==> src/hw/rtl/isa_pkg.sv <==
`timescale 1ns / 1ps

package isa_pkg;

  // Number of cells in the chain; the entry address is interleaved over them
  localparam int CellBits = 2;
  localparam int NumCells = 1 << CellBits;

  typedef enum logic [1:0] {
    OP_PUSH = 2'd0,
    OP_POP  = 2'd1,
    OP_SET  = 2'd2,
    OP_GET  = 2'd3
  } op_e;

  typedef enum logic [1:0] {
    STAT_OK    = 2'd0,
    STAT_FULL  = 2'd1,
    STAT_EMPTY = 2'd2,
    STAT_RANGE = 2'd3
  } status_e;

  typedef enum logic [2:0] {
    ST_IDLE,
    ST_FILL,
    ST_ISSUE,
    ST_WAIT,
    ST_DONE
  } state_e;

  // Control part of a token that travels down the cell chain
  typedef struct packed {
    logic                vld;
    logic                last;
    logic                wr;
    logic                rd;
    logic [CellBits-1:0] hop;
  } cell_ctl_t;

endpackage

==> src/hw/rtl/isa_ctl.sv <==
`timescale 1ns / 1ps

module isa_ctl #(
  parameter int DEPTH      = 1024,
  parameter int DATA_WIDTH = 32,
  localparam int AW         = $clog2(DEPTH),
  localparam int CW         = $clog2(DEPTH + 1),
  localparam int BANK_DEPTH = (DEPTH + isa_pkg::NumCells - 1) / isa_pkg::NumCells,
  localparam int BANK_AW    = (BANK_DEPTH > 1) ? $clog2(BANK_DEPTH) : 1
) (
  input  logic                    clk_i,
  input  logic                    rst_ni,
  input  logic                    in_valid_i,
  output logic                    in_stall_o,
  input  logic [1:0]              opcode_i,
  input  logic [9:0]              index_i,
  input  logic signed [31:0]      value_i,
  output isa_pkg::cell_ctl_t      tok_ctl_o,
  output logic [BANK_AW-1:0]      tok_word_o,
  output logic [DATA_WIDTH-1:0]   tok_wdata_o,
  input  isa_pkg::cell_ctl_t      done_ctl_i,
  input  logic [DATA_WIDTH-1:0]   done_rdata_i,
  output logic                    out_valid_o,
  input  logic                    out_stall_i,
  output logic signed [31:0]      data_o,
  output logic [10:0]             count_o,
  output logic                    empty_res_o,
  output logic [1:0]              status_o
);
  import isa_pkg::*;

  state_e                state_q, state_d;
  logic [CW-1:0]         fill_q, fill_d;
  logic [AW-1:0]         clr_q, clr_d;
  logic [AW-1:0]         req_addr_q;
  logic                  req_wr_q, req_rd_q;
  logic [DATA_WIDTH-1:0] req_wdata_q;
  logic [CW-1:0]         res_count_q;
  status_e               res_status_q;
  logic [DATA_WIDTH-1:0] res_data_q;
  logic                  out_valid_q;
  logic [DATA_WIDTH-1:0] out_data_q;
  logic [CW-1:0]         out_count_q;
  status_e               out_status_q;

  logic                  acc;
  op_e                   op;
  logic [31:0]           idx32, cnt32, nxt32, addr32;
  status_e               acc_status;
  logic                  acc_wr, acc_rd, acc_gap;
  logic [63:0]           val64, rd64;
  logic [31:0]           cnt_out32;
  logic                  done, out_free, load_out, capture_res;
  logic [DATA_WIDTH-1:0] load_data;
  logic [AW-1:0]         tok_addr;
  logic [AW+CellBits-1:0] addr_ext;

  assign acc      = in_valid_i && (state_q == ST_IDLE);
  assign op       = op_e'(opcode_i);
  assign idx32    = {22'b0, index_i};
  assign cnt32    = 32'(fill_q);
  assign val64    = {32'b0, value_i};
  assign done     = done_ctl_i.vld && done_ctl_i.last;
  assign out_free = !out_valid_q || !out_stall_i;

  // Decode the request against the current fill count
  always_comb begin
    acc_status = STAT_OK;
    acc_wr     = 1'b0;
    acc_rd     = 1'b0;
    acc_gap    = 1'b0;
    nxt32      = cnt32;
    addr32     = idx32;
    unique case (op)
      OP_PUSH: begin
        if (cnt32 >= 32'(DEPTH)) begin
          acc_status = STAT_FULL;
        end else begin
          acc_wr = 1'b1;
          addr32 = cnt32;
          nxt32  = cnt32 + 32'd1;
        end
      end
      OP_POP: begin
        if (cnt32 == 32'd0) begin
          acc_status = STAT_EMPTY;
        end else begin
          acc_rd = 1'b1;
          addr32 = cnt32 - 32'd1;
          nxt32  = cnt32 - 32'd1;
        end
      end
      OP_SET: begin
        if (idx32 >= 32'(DEPTH)) begin
          acc_status = STAT_RANGE;
        end else begin
          acc_wr = 1'b1;
          if (idx32 >= cnt32) begin
            nxt32   = idx32 + 32'd1;
            acc_gap = (idx32 > cnt32);
          end
        end
      end
      OP_GET: begin
        if (idx32 >= cnt32) begin
          acc_status = STAT_RANGE;
        end else begin
          acc_rd = 1'b1;
        end
      end
      default: begin
        acc_status = STAT_RANGE;
      end
    endcase
  end

  // Next state
  always_comb begin
    state_d = state_q;
    unique case (state_q)
      ST_IDLE: begin
        if (acc) begin
          state_d = acc_gap ? ST_FILL : ST_ISSUE;
        end
      end
      ST_FILL: begin
        if (AW'(clr_q + 1'b1) == req_addr_q) begin
          state_d = ST_ISSUE;
        end
      end
      ST_ISSUE: begin
        state_d = ST_WAIT;
      end
      ST_WAIT: begin
        if (done) begin
          state_d = out_free ? ST_IDLE : ST_DONE;
        end
      end
      ST_DONE: begin
        if (out_free) begin
          state_d = ST_IDLE;
        end
      end
      default: begin
        state_d = ST_IDLE;
      end
    endcase
  end

  // State outputs: tokens into the chain and result hand-off
  always_comb begin
    tok_ctl_o   = '0;
    tok_addr    = req_addr_q;
    tok_wdata_o = req_wdata_q;
    load_out    = 1'b0;
    load_data   = done_rdata_i;
    capture_res = 1'b0;
    clr_d       = clr_q;
    unique case (state_q)
      ST_IDLE: begin
        if (acc) begin
          clr_d = cnt32[AW-1:0];
        end
      end
      ST_FILL: begin
        tok_ctl_o.vld = 1'b1;
        tok_ctl_o.wr  = 1'b1;
        tok_addr      = clr_q;
        tok_wdata_o   = '0;
        clr_d         = AW'(clr_q + 1'b1);
      end
      ST_ISSUE: begin
        tok_ctl_o.vld  = 1'b1;
        tok_ctl_o.last = 1'b1;
        tok_ctl_o.wr   = req_wr_q;
        tok_ctl_o.rd   = req_rd_q;
      end
      ST_WAIT: begin
        load_out    = done && out_free;
        capture_res = done && !out_free;
      end
      ST_DONE: begin
        load_out  = out_free;
        load_data = res_data_q;
      end
      default: begin
        clr_d = clr_q;
      end
    endcase
    tok_ctl_o.hop = addr_ext[CellBits-1:0];
  end

  // Split the entry address into cell select and bank word
  assign addr_ext   = {CellBits'(0), tok_addr};
  assign tok_word_o = addr_ext[BANK_AW+CellBits-1:CellBits];

  assign fill_d = acc ? nxt32[CW-1:0] : fill_q;

  // Hold control state
  always_ff @(posedge clk_i or negedge rst_ni) begin
    if (!rst_ni) begin
      state_q     <= ST_IDLE;
      fill_q      <= '0;
      clr_q       <= '0;
      out_valid_q <= 1'b0;
    end else begin
      state_q <= state_d;
      fill_q  <= fill_d;
      clr_q   <= clr_d;
      if (load_out) begin
        out_valid_q <= 1'b1;
      end else if (!out_stall_i) begin
        out_valid_q <= 1'b0;
      end
    end
  end

  // Capture the request and the result payload
  always_ff @(posedge clk_i) begin
    if (acc) begin
      req_addr_q   <= addr32[AW-1:0];
      req_wr_q     <= acc_wr;
      req_rd_q     <= acc_rd;
      req_wdata_q  <= val64[DATA_WIDTH-1:0];
      res_count_q  <= nxt32[CW-1:0];
      res_status_q <= acc_status;
    end
    if (capture_res) begin
      res_data_q <= done_rdata_i;
    end
    if (load_out) begin
      out_data_q   <= load_data;
      out_count_q  <= res_count_q;
      out_status_q <= res_status_q;
    end
  end

  assign rd64      = 64'(out_data_q);
  assign cnt_out32 = 32'(out_count_q);

  assign in_stall_o  = (state_q != ST_IDLE);
  assign out_valid_o = out_valid_q;
  assign data_o      = rd64[31:0];
  assign count_o     = cnt_out32[10:0];
  assign empty_res_o = (out_count_q == '0);
  assign status_o    = out_status_q;

endmodule
==> config.mk <==
export PLATFORM = sky130hd
export DESIGN_NAME = isa_ctl
export DESIGN_NICKNAME = d
export VERILOG_FILES = /design/src/hw/rtl/isa_pkg.sv /design/src/hw/rtl/isa_ctl.sv
export SDC_FILE = /design/constraint.sdc
export NUM_CORES = 1
export LEC_CHECK = 0
export BUFFER_PORTS_ARGS = -buffer_cell sky130_fd_sc_hd__buf_4
export CORE_ASPECT_RATIO = 0.7
export CORE_MARGIN = 2
export CORE_UTILIZATION = 59
export DETAILED_ROUTE_END_ITERATION = 6
export PLACE_DENSITY = 0.95
export SETUP_SLACK_MARGIN = 0.3
export SYNTH_ARGS = -nofsm -noshare
export SYNTH_HDL_FRONTEND = slang
export SYNTH_SLANG_ARGS = --single-unit
==> constraint.sdc <==
create_clock -name clk_i -period 10.35 [get_ports clk_i]
set_input_delay 2.07 -clock clk_i [delete_from_list [all_inputs] [get_ports clk_i]]
set_output_delay 2.07 -clock clk_i [all_outputs]
set_load 0.01 [all_outputs]
=== Word-level counts from Yosys, hierarchy flattened ===
Index checks and enable logic that the tools add are counted.

* Register bits: 159
* Logic and storage cells: 94
* Output and inout bits: 94

* Reduce and logical (&&, ||, !) cells: 17
* Add/subtract/negate cells: 4
* Mux-type cells: 42
* $lt $le $gt $ge: 4
* Equality and inequality tests: 13

{| class="wikitable"
|+ Operators by type and width
! operator !! count
|-
| two-way mux 32 bit || 2
|-
| two-way mux 11 bit || 4
|-
| two-way mux 10 bit || 4
|-
| one-hot mux 10 bit (2 select lines) || 2
|-
| one-hot mux 11 bit (3 select lines) || 1
|-
| logical NOT 32 bit || 1
|-
| two-way mux 3 bit || 5
|-
| one-hot mux 3 bit (5 select lines) || 1
|-
| two-way mux 1 bit || 14
|-
| adder 10 x 1 -> 11 bit, second input constant || 1
|-
| adder 11 x 1 -> 11 bit, second input constant || 1
|-
| >= comparator 10 x 11 -> 1 bit || 1
|-
| >= comparator 10 x 11 -> 1 bit, second input constant || 1
|-
| >= comparator 11 bit, second input constant || 1
|-
| greater-than comparator 10 x 11 -> 1 bit || 1
|-
| logical NOT 11 bit || 1
|-
| subtractor 11 x 1 -> 11 bit, second input constant || 1
|-
| adder 10 x 1 -> 10 bit, second input constant || 1
|-
| == test 10 bit || 1
|-
| two-way mux 2 bit || 4
|-
| != test 2 bit, second input constant || 4
|-
| one-hot mux 1 bit (2 select lines) || 4
|-
| one-hot mux 2 bit (4 select lines) || 1
|-
| == test 3 x 2 -> 1 bit, second input constant || 2
|-
| other kinds (15) || 21
|}

=== Logic depth before layout (Yosys ltp) ===
Gate-level depths: netlist (run 1).

* Depth in word-level cells: 7
* Mapped depth: 11
* Depth with buffers taken out: 8

=== Least setup slack after synthesis (run 1) ===
OpenSTA, ideal clock, no wires.

* Kind: input to register
* From: input done_ctl_i[5] (netlist name)
* To: register out_count_q[0] (netlist: count_o[0]), enable pin
* Setup time: 463 ps
* Required time: 9,887 ps
* Data arrival time: 4,516 ps
* Path buffers: 0
* Setup slack: 5,371 ps
* Stages: 3
* Path through: nand3_1 nor2b_1 a21oi_1

* Cells in the longest elaborated chain, start to end: 3

{| class="wikitable"
|+ RTL lines
! what !! line !! RTL
|-
| start: declaration || isa_ctl.sv:21 || <nowiki>input isa_pkg::cell_ctl_t done_ctl_i,</nowiki>
|-
| logical AND 1 bit || isa_ctl.sv:63 || <nowiki>assign done = done_ctl_i.vld && done_ctl_i.last;</nowiki>
|-
| logical AND 1 bit || isa_ctl.sv:179 || <nowiki>load_out = done && out_free;</nowiki>
|-
| one-hot mux 1 bit (2 select lines) || isa_ctl.sv:159 || <nowiki>unique case (state_q)</nowiki>
|-
| named net load_out || isa_ctl.sv:53 || <nowiki>logic done, out_free, load_out, capture_res;</nowiki>
|-
| end signal: assignment || isa_ctl.sv:233 || <nowiki>out_count_q <= res_count_q;</nowiki>
|-
| end: declaration || isa_ctl.sv:43 || <nowiki>logic [CW-1:0] out_count_q;</nowiki>
|}

The timed path passes the listed nets, and every way through them passes these cells.
A chain may end at the register's enable or synchronous reset.

=== Worst setup path after layout (run 1) ===
* From: register state_q[1]
* To: output tok_word_o[4]

* Cells in the longest elaborated chain, start to end: 2

{| class="wikitable"
|+ RTL lines
! what !! line !! RTL
|-
| start: declaration || isa_ctl.sv:32 || <nowiki>state_e state_q, state_d;</nowiki>
|-
| start signal: assignment || isa_ctl.sv:207 || <nowiki>state_q <= state_d;</nowiki>
|-
| == test 3 x 1 -> 1 bit || isa_ctl.sv:159 ||
|-
| two-way mux 10 bit || isa_ctl.sv:159 ||
|-
| end: declaration || isa_ctl.sv:19 || <nowiki>output logic [BANK_AW-1:0] tok_word_o,</nowiki>
|}

No other way between the ends.

==> results of run 1 <==
-- area by class of cell --
class	instances	area, µm²	area share
Multi-Input combinational cell	477	3124	0.3112
Timing Repair Buffer	182	1366	0.1361
Inverter	21	78.83	0.007851
Tap cell	185	231.5	0.02306
Clock inverter	15	163.9	0.01633
Clock buffer	17	425.4	0.04237
Sequential cell	159	4649	0.4631
-- power groups by stage --
stage	Combinational (mW)	Sequential, mW	Clock (mW)
detailed placement	0.743	0.918	0
CTS	0.749	0.908	0.622
global route	0.823	0.923	0.645
finish	0.763	0.914	0.615
floorplan	0.491	0.867	0
global placement	0.725	0.911	0
-- routing by layer --
| layer | share of wire | wire length (µm) | vias up |
|---|---|---|---|
| li1 | - | - | 2948 |
| met1 | 0.40 | 8878 | 3069 |
| met2 | 0.45 | 10090 | 489 |
| met3 | 0.13 | 2894 | 46 |
| met4 | 0.022 | 497 | 0 |
| met5 | 0 | 0 | - |
-- kinds of logic after synthesis --
| group | Yosys count |
|---|---|
| compound gates | 157 |
| flops | 159 |
| xor+xnor | 28 |
| simple gates | 245 |
| buf+inv | 67 |
| mux | 33 |
| fa+ha+maj | 14 |
-- path summary, 6_finish.rpt --
path / start / end / slack (ns) / depth (start not counted)
max in group asynchronous: rst_ni / clr_q[7] / 8.51 / 1
min reg2reg: res_status_q[0] / status_o[0] / 0.42 / 0
max reg2reg: fill_q[3] / res_count_q[0] / 6.69 / 8
min in group asynchronous: rst_ni / fill_q[0] / 1.56 / 1
min: res_status_q[0] / status_o[0] / 0.42 / 0
max: state_q[1] / tok_word_o[4] / 5.85 / 3
-- through the flow --
stage	hold WS, ns	area (µm²)
2_1_floorplan	0.4003	8029
3_3_place_gp	0.4015	9450
3_5_place_dp	0.4054	9450
4_1_cts	0.4266	10040
5_1_grt	0.4414	10040
6_report	0.4225	10040
-- layout by cell type, fill, tap and decap left out, drive strengths merged, types with 6 or more instances in the layout --
master  instances
nor2           32
a31oi           7
nand2          69
a221o           6
o21ai          47
clkinv          6
clkbuf         17
and2           38
nand4           7
o22ai           8
dfrtp          25
nor2b           7
inv            30
nor3           20
a211oi          7
buf           182
xnor2          17
xor2           11
and3            7
nor4           15
a21oi          34
nand3          23
mux2           32
ha             14
edfxtp        134
-- sequential cells by signal, summed over array words and instances, names as in the netlist --
| signal | flops |
|---|---|
| res_status_q | 2 |
| req_rd_q | 1 |
| res_data_q | 32 |
| res_count_q | 11 |
| count_o | 11 |
| clr_q | 10 |
| req_wr_q | 1 |
| req_wdata_q | 32 |
| fill_q | 11 |
| state_q | 3 |
| out_valid_o | 1 |
| req_addr_q | 10 |
| status_o | 2 |
| data_o | 32 |
-- worst reg2reg max path, stage by stage, from the launching register on --
cell and delay, ns:
dfrtp_1 0.86, inv_1 0.35, ha_1 0.37, nand4_1 0.10, or3_1 0.52, and2_1 0.24
and2_1 0.30, a211oi_1 0.38, a22oi_1 0.24
==> impl_metrics.toml, run 1 <==
[pwr]
p_total_mw = 2.292
vdd_drop_max_uv = 136.3
clockPowerShare = 0.268
p_leak_nw = 3.838
p_sw_mw = 0.8458
combPwrFrac = 0.333
internal_power_mw = 1.447
p_per_area_nw_per_um2 = 228.3
seqPwrFrac = 0.399
swShare = 0.3690

[min_path]
holdCritPathClass = "flip-flop to flip-flop"

[layout]
final_cells = 1056
antenna_cells = 0
final_nets = 958
utilization = 0.7591
fill_cells = 860
area_growth_pct = 25.04
layout-drive-gt1-share = 0.2951

[route]
wirelength_um = 22360
wl_per_cell_um = 21.17
antenna_left = 0
first_pass_iters = 7
viasPerCell = 6.205
vias = 6552
post-route-drc-count = 21
initialDrtViolationCount = 812

[logic_synthesis]
syn_inst = 703
synth_top_area_frac = 0.5012
synth_ff_type = "edfxtp_1"
ys_seq_elements = 159
seq_area_frac_synth = 0.5791
synth_top_area_cell = "edfxtp_1"
synth_common_cells = "edfxtp_1 (134), nand2_1 (68), o21ai_0 (45)"
yosys-top-cells-area = "edfxtp_1 (50%), dfrtp_1 (7.8%), mux2_2 (4.5%), nand2_1 (3.2%), and2_1 (3.0%)"
synthMuxAreaShare = 0.04613
syn_avg_cell_area_um2 = 11.42
synth-xor-area-share = 0.03054
yosysMostFrequentCell = "edfxtp_1"
syn_area_um2 = 8029
synthSimpleGateAreaFrac = 0.1611
syn_nets = 803
synth-edff-count = 134
ys.warnings.count = 0
synth_top_family_by_area = "simple AND/OR/NAND/NOR gates"
async_reset_ff_frac = 0.1572
synth_fa_ha_area_frac = 0.02182
synth_compound_area_frac = 0.1272
synth_cell_types = 66

[placement]
post-place-cells = 1024
dp_hpwl_um = 15090
pre_cts_slack_ns = 5.731
gp_congestion = 1.031
portBuffers = 175

[clocking]
clock_path_buffers = 2
cts_tree = "done"
cts_resized = 0
cts-buffers-inserted = 17
root_buffer = "clkbuf_16"
path_clk_slew_ns = 0.07
ctsHoldBuffers = 0
clkLatencyLatePin_ns = 0.43
clock_sinks = 159
h-tree-depth = 4
post_cts_buffers = 0

[die]
fp-row-count = 35
chipWidth_um = 143.4
die-area_um2 = 14570
io_pins = 180
initial_core_util = 0.6071
core-area_um2 = 13230
die_h_um = 101.6

[worst_setup_path]
critPathTopFamily = "simple AND/OR/NAND/NOR gates"
cp_max_fo = 59
endpoint_kind = "output pin"
start_kind = "flip-flop"
crit_slowest_cell = "or3b_2"
cp_num_buf_inv = 1
critPathKind = "flip-flop to output pin"
cp_cell_sequence = "or3b_2 -> o21ai_0 -> buf_4"
cp.required_ns = 8.28
worstPathArrival_ns = 2.43
slowest_delay_ns = 0.86

[global_routing]
antenna_found_initial = 0
grt_usage = 0.3050
grt_pass1_vias = 6116
grt.overflow.total = 0
grt_max_degree = 60
met2_usage = 0.4773
grt_use_met1 = 0.4128
grt_pass1_wl_um = 33390
busiest_layer = "met2"
grt_use_met3 = 0.09787

[status]
status = "finished, violations left"
violations = "design-rule violations"

[timing]
skew_ns = 0.01144
rsz0062_at_grt = "no"
fin_crit_ns = 4.498
slew_headroom = 0.2531
fin_ws_ns = 5.852
max_freq_ghz = 0.2223
hold_violations = 0
fin_crit_sh = 0.4346
finalSetupViolCount = 0
setup_tns_ns = 0
report.final.slew_viol_count = 0
tightestPinTransition_ns = 1.115

[flow_run]
max_cap_viol_count = 0
(Power assumes the default switching activity.)
==> inputs of run 2 (changes only) <==
--- a/config.mk
+++ b/config.mk
@@ -5,12 +5,13 @@
 export SDC_FILE = /design/constraint.sdc
 export NUM_CORES = 1
 export LEC_CHECK = 0
+export ABC_AREA = 1
 export BUFFER_PORTS_ARGS = -buffer_cell sky130_fd_sc_hd__buf_4
 export CORE_ASPECT_RATIO = 0.7
 export CORE_MARGIN = 2
-export CORE_UTILIZATION = 59
+export CORE_UTILIZATION = 55
 export DETAILED_ROUTE_END_ITERATION = 6
-export PLACE_DENSITY = 0.95
+export PLACE_DENSITY = 0.92
 export SETUP_SLACK_MARGIN = 0.3
 export SYNTH_ARGS = -nofsm -noshare
 export SYNTH_HDL_FRONTEND = slang
==> constraint.sdc (replaced) <==
create_clock -name clk_i -period 4.3 [get_ports clk_i]
set_input_delay 0.86 -clock clk_i [delete_from_list [all_inputs] [get_ports clk_i]]
set_output_delay 0.86 -clock clk_i [all_outputs]
set_load 0.01 [all_outputs]
==> run 2 against run 1 <==
The run now ends clean. Clock power up 150%. Non-clock buffer count up 1. Sequential power up 140%. Design area up 1.3%. Die area up 8.4%. Final cell count up 18%. Area after synthesis up 1.3%. Via count up 4.9%. Highest routed layer unchanged.
==> impl_metrics.toml, run 2 <==
[global_routing]
grt_pass1_wl_um = 32950
grt_pass1_vias = 6480
antenna_found_initial = 0
grt.overflow.total = 0
grt_max_degree = 54
grt_usage = 0.2678

[logic_synthesis]
synth_common_cells = "nand2_1 (291), edfxtp_1 (134), inv_1 (85)"
ys_seq_elements = 159
yosysMostFrequentCell = "nand2_1"
syn_area_um2 = 8137
yosys-top-cells-area = "edfxtp_1 (49%), nand2_1 (13%), dfrtp_1 (7.7%), inv_1 (3.9%), nand3_1 (3.6%)"
syn_inst = 862
synth-edff-count = 134
synth_top_area_cell = "edfxtp_1"
synth_cell_types = 46
synth_top_area_frac = 0.4945
synth_ff_type = "edfxtp_1"
syn_nets = 962
async_reset_ff_frac = 0.1572
syn_avg_cell_area_um2 = 9.439
ys.warnings.count = 0
seq_area_frac_synth = 0.5714

[worst_setup_path]
slowest_delay_ns = 0.58
worstPathArrival_ns = 2.21
cp_max_fo = 43
cp.required_ns = 3.44
start_kind = "flip-flop"
endpoint_kind = "output pin"
cp_num_buf_inv = 5
crit_slowest_cell = "inv_2"
critPathKind = "flip-flop to output pin"
cp_cell_sequence = "inv_1 -> nor3_2 -> buf_4 -> inv_2 -> nor2_1 -> inv_1 -> o21a_1 -> buf_4"
critPathTopFamily = "buffers and inverters"

[route]
wl_per_cell_um = 16.85
viasPerCell = 5.536
post-route-drc-count = 0
vias = 6870
wirelength_um = 20910
initialDrtViolationCount = 748
antenna_left = 0
first_pass_iters = 5

[die]
core-area_um2 = 14580
chipWidth_um = 149.4
die_h_um = 105.8
initial_core_util = 0.5580
die-area_um2 = 15800
fp-row-count = 37
io_pins = 180

[clocking]
cts_tree = "done"
cts_resized = 0
root_buffer = "clkbuf_16"
clkLatencyLatePin_ns = 0.42
post_cts_buffers = 0
h-tree-depth = 4
ctsHoldBuffers = 0
clock_sinks = 159
clock_path_buffers = 2
path_clk_slew_ns = 0.07
cts-buffers-inserted = 17

[placement]
gp_congestion = 0.9861
post-place-cells = 1209
dp_hpwl_um = 15040
portBuffers = 175

[layout]
area_growth_pct = 24.96
final_nets = 1133
fill_cells = 1087
antenna_cells = 0
final_cell_mix = "nand2_1 (291), buf_4 (182), edfxtp_1 (134)"
layout-drive-gt1-share = 0.2505
final_common_cell = "nand2_1"
final_cells = 1241

[timing]
max_freq_ghz = 0.3262
hold_violations = 0
fin_crit_sh = 0.7129
slew_headroom = 0.2589
finalSetupViolCount = 0
fin_crit_ns = 3.065
holdWs_ns = 0.3510
report.final.slew_viol_count = 0
tightestPinTransition_ns = 1.112
rsz0062_at_grt = "no"
skew_ns = 0.01284
setup_tns_ns = 0

[flow_run]
max_cap_viol_count = 0

[min_path]
holdCritPathClass = "input pin to async pin"

[status]
status = "finished, final reports clean"

[pwr]
vdd_drop_max_uv = 329.3
p_total_mw = 5.844
p_leak_nw = 4.614
p_per_area_nw_per_um2 = 574.8
run 2: power by group:
group | switching (mW) | internal (mW)
sequential | 0.204 | 1.98
clock | 0.722 | 0.790
combinational | 1.35 | 0.790
total | 2.28 | 3.56
run 2: cell type report:
class	count	area [µm²]	share of cell area
Multi-Input combinational cell	577	2914	0.2866
Timing Repair Buffer	183	1386	0.1364
Inverter	95	360.3	0.03544
Tap cell	195	244.0	0.02400
Clock inverter	15	187.7	0.01846
Sequential cell	159	4649	0.4573
Clock buffer	17	425.4	0.04184
run 2: worst register-to-register path, stage by stage (launching register included):
cell,delay [ns]
dfrtp_1,0.51
clkinv_1,0.36
ha_1,0.44
nand2_4,0.06
nor2_4,0.16
nand2_1,0.37
nand3_2,0.45
nand2_1,0.12
nand3_1,0.11
a21boi_0,0.08
run 2: worst paths after layout:
check / start / end / slack (ns) / cells after the start
min: rst_ni / fill_q[9] / 0.35 / 1
max: state_q[0] / tok_ctl_o[0] / 1.23 / 8
min in group clk_i: res_count_q[6] / count_o[6] / 0.42 / 0
max in group asynchronous: rst_ni / fill_q[2] / 3.65 / 1
max reg2reg: fill_q[7] / res_count_q[0] / 1.37 / 9
min reg2reg: res_count_q[6] / count_o[6] / 0.42 / 0
run 2: through the flow:
step / instance area [µm²] / worst slack (ns) / util
detailed placement: 9554 / 1.383 / 0.6552
global placement: 9554 / 1.435 / 0.6552
floorplan: 8137 / 1.408 / -
CTS: 10170 / 1.233 / 0.6972
finish: 10170 / 1.235 / 0.6972
global route: 10170 / 1.071 / 0.6972
run 2: routing by layer:
layer / routed length (µm) / up-vias / global-route usage
met2: 9652 / 382 / 0.4191
met5: 0 / - / 0
li1: - / 3231 / -
met1: 8593 / 3212 / 0.3772
met4: 476 / 0 / 0.07551
met3: 2186 / 45 / 0.06147
run 2: kinds of logic after synthesis:
kind of cell               Yosys count  synth area share
and+or+nand+nor                    463            0.2528
DFF                                159            0.5714
adders and majority gates           14           0.02153
AOI/OAI and AO/OA                   82           0.06397
xor gates and xnor gates            18           0.01938
buffers and inverters              126           0.07089
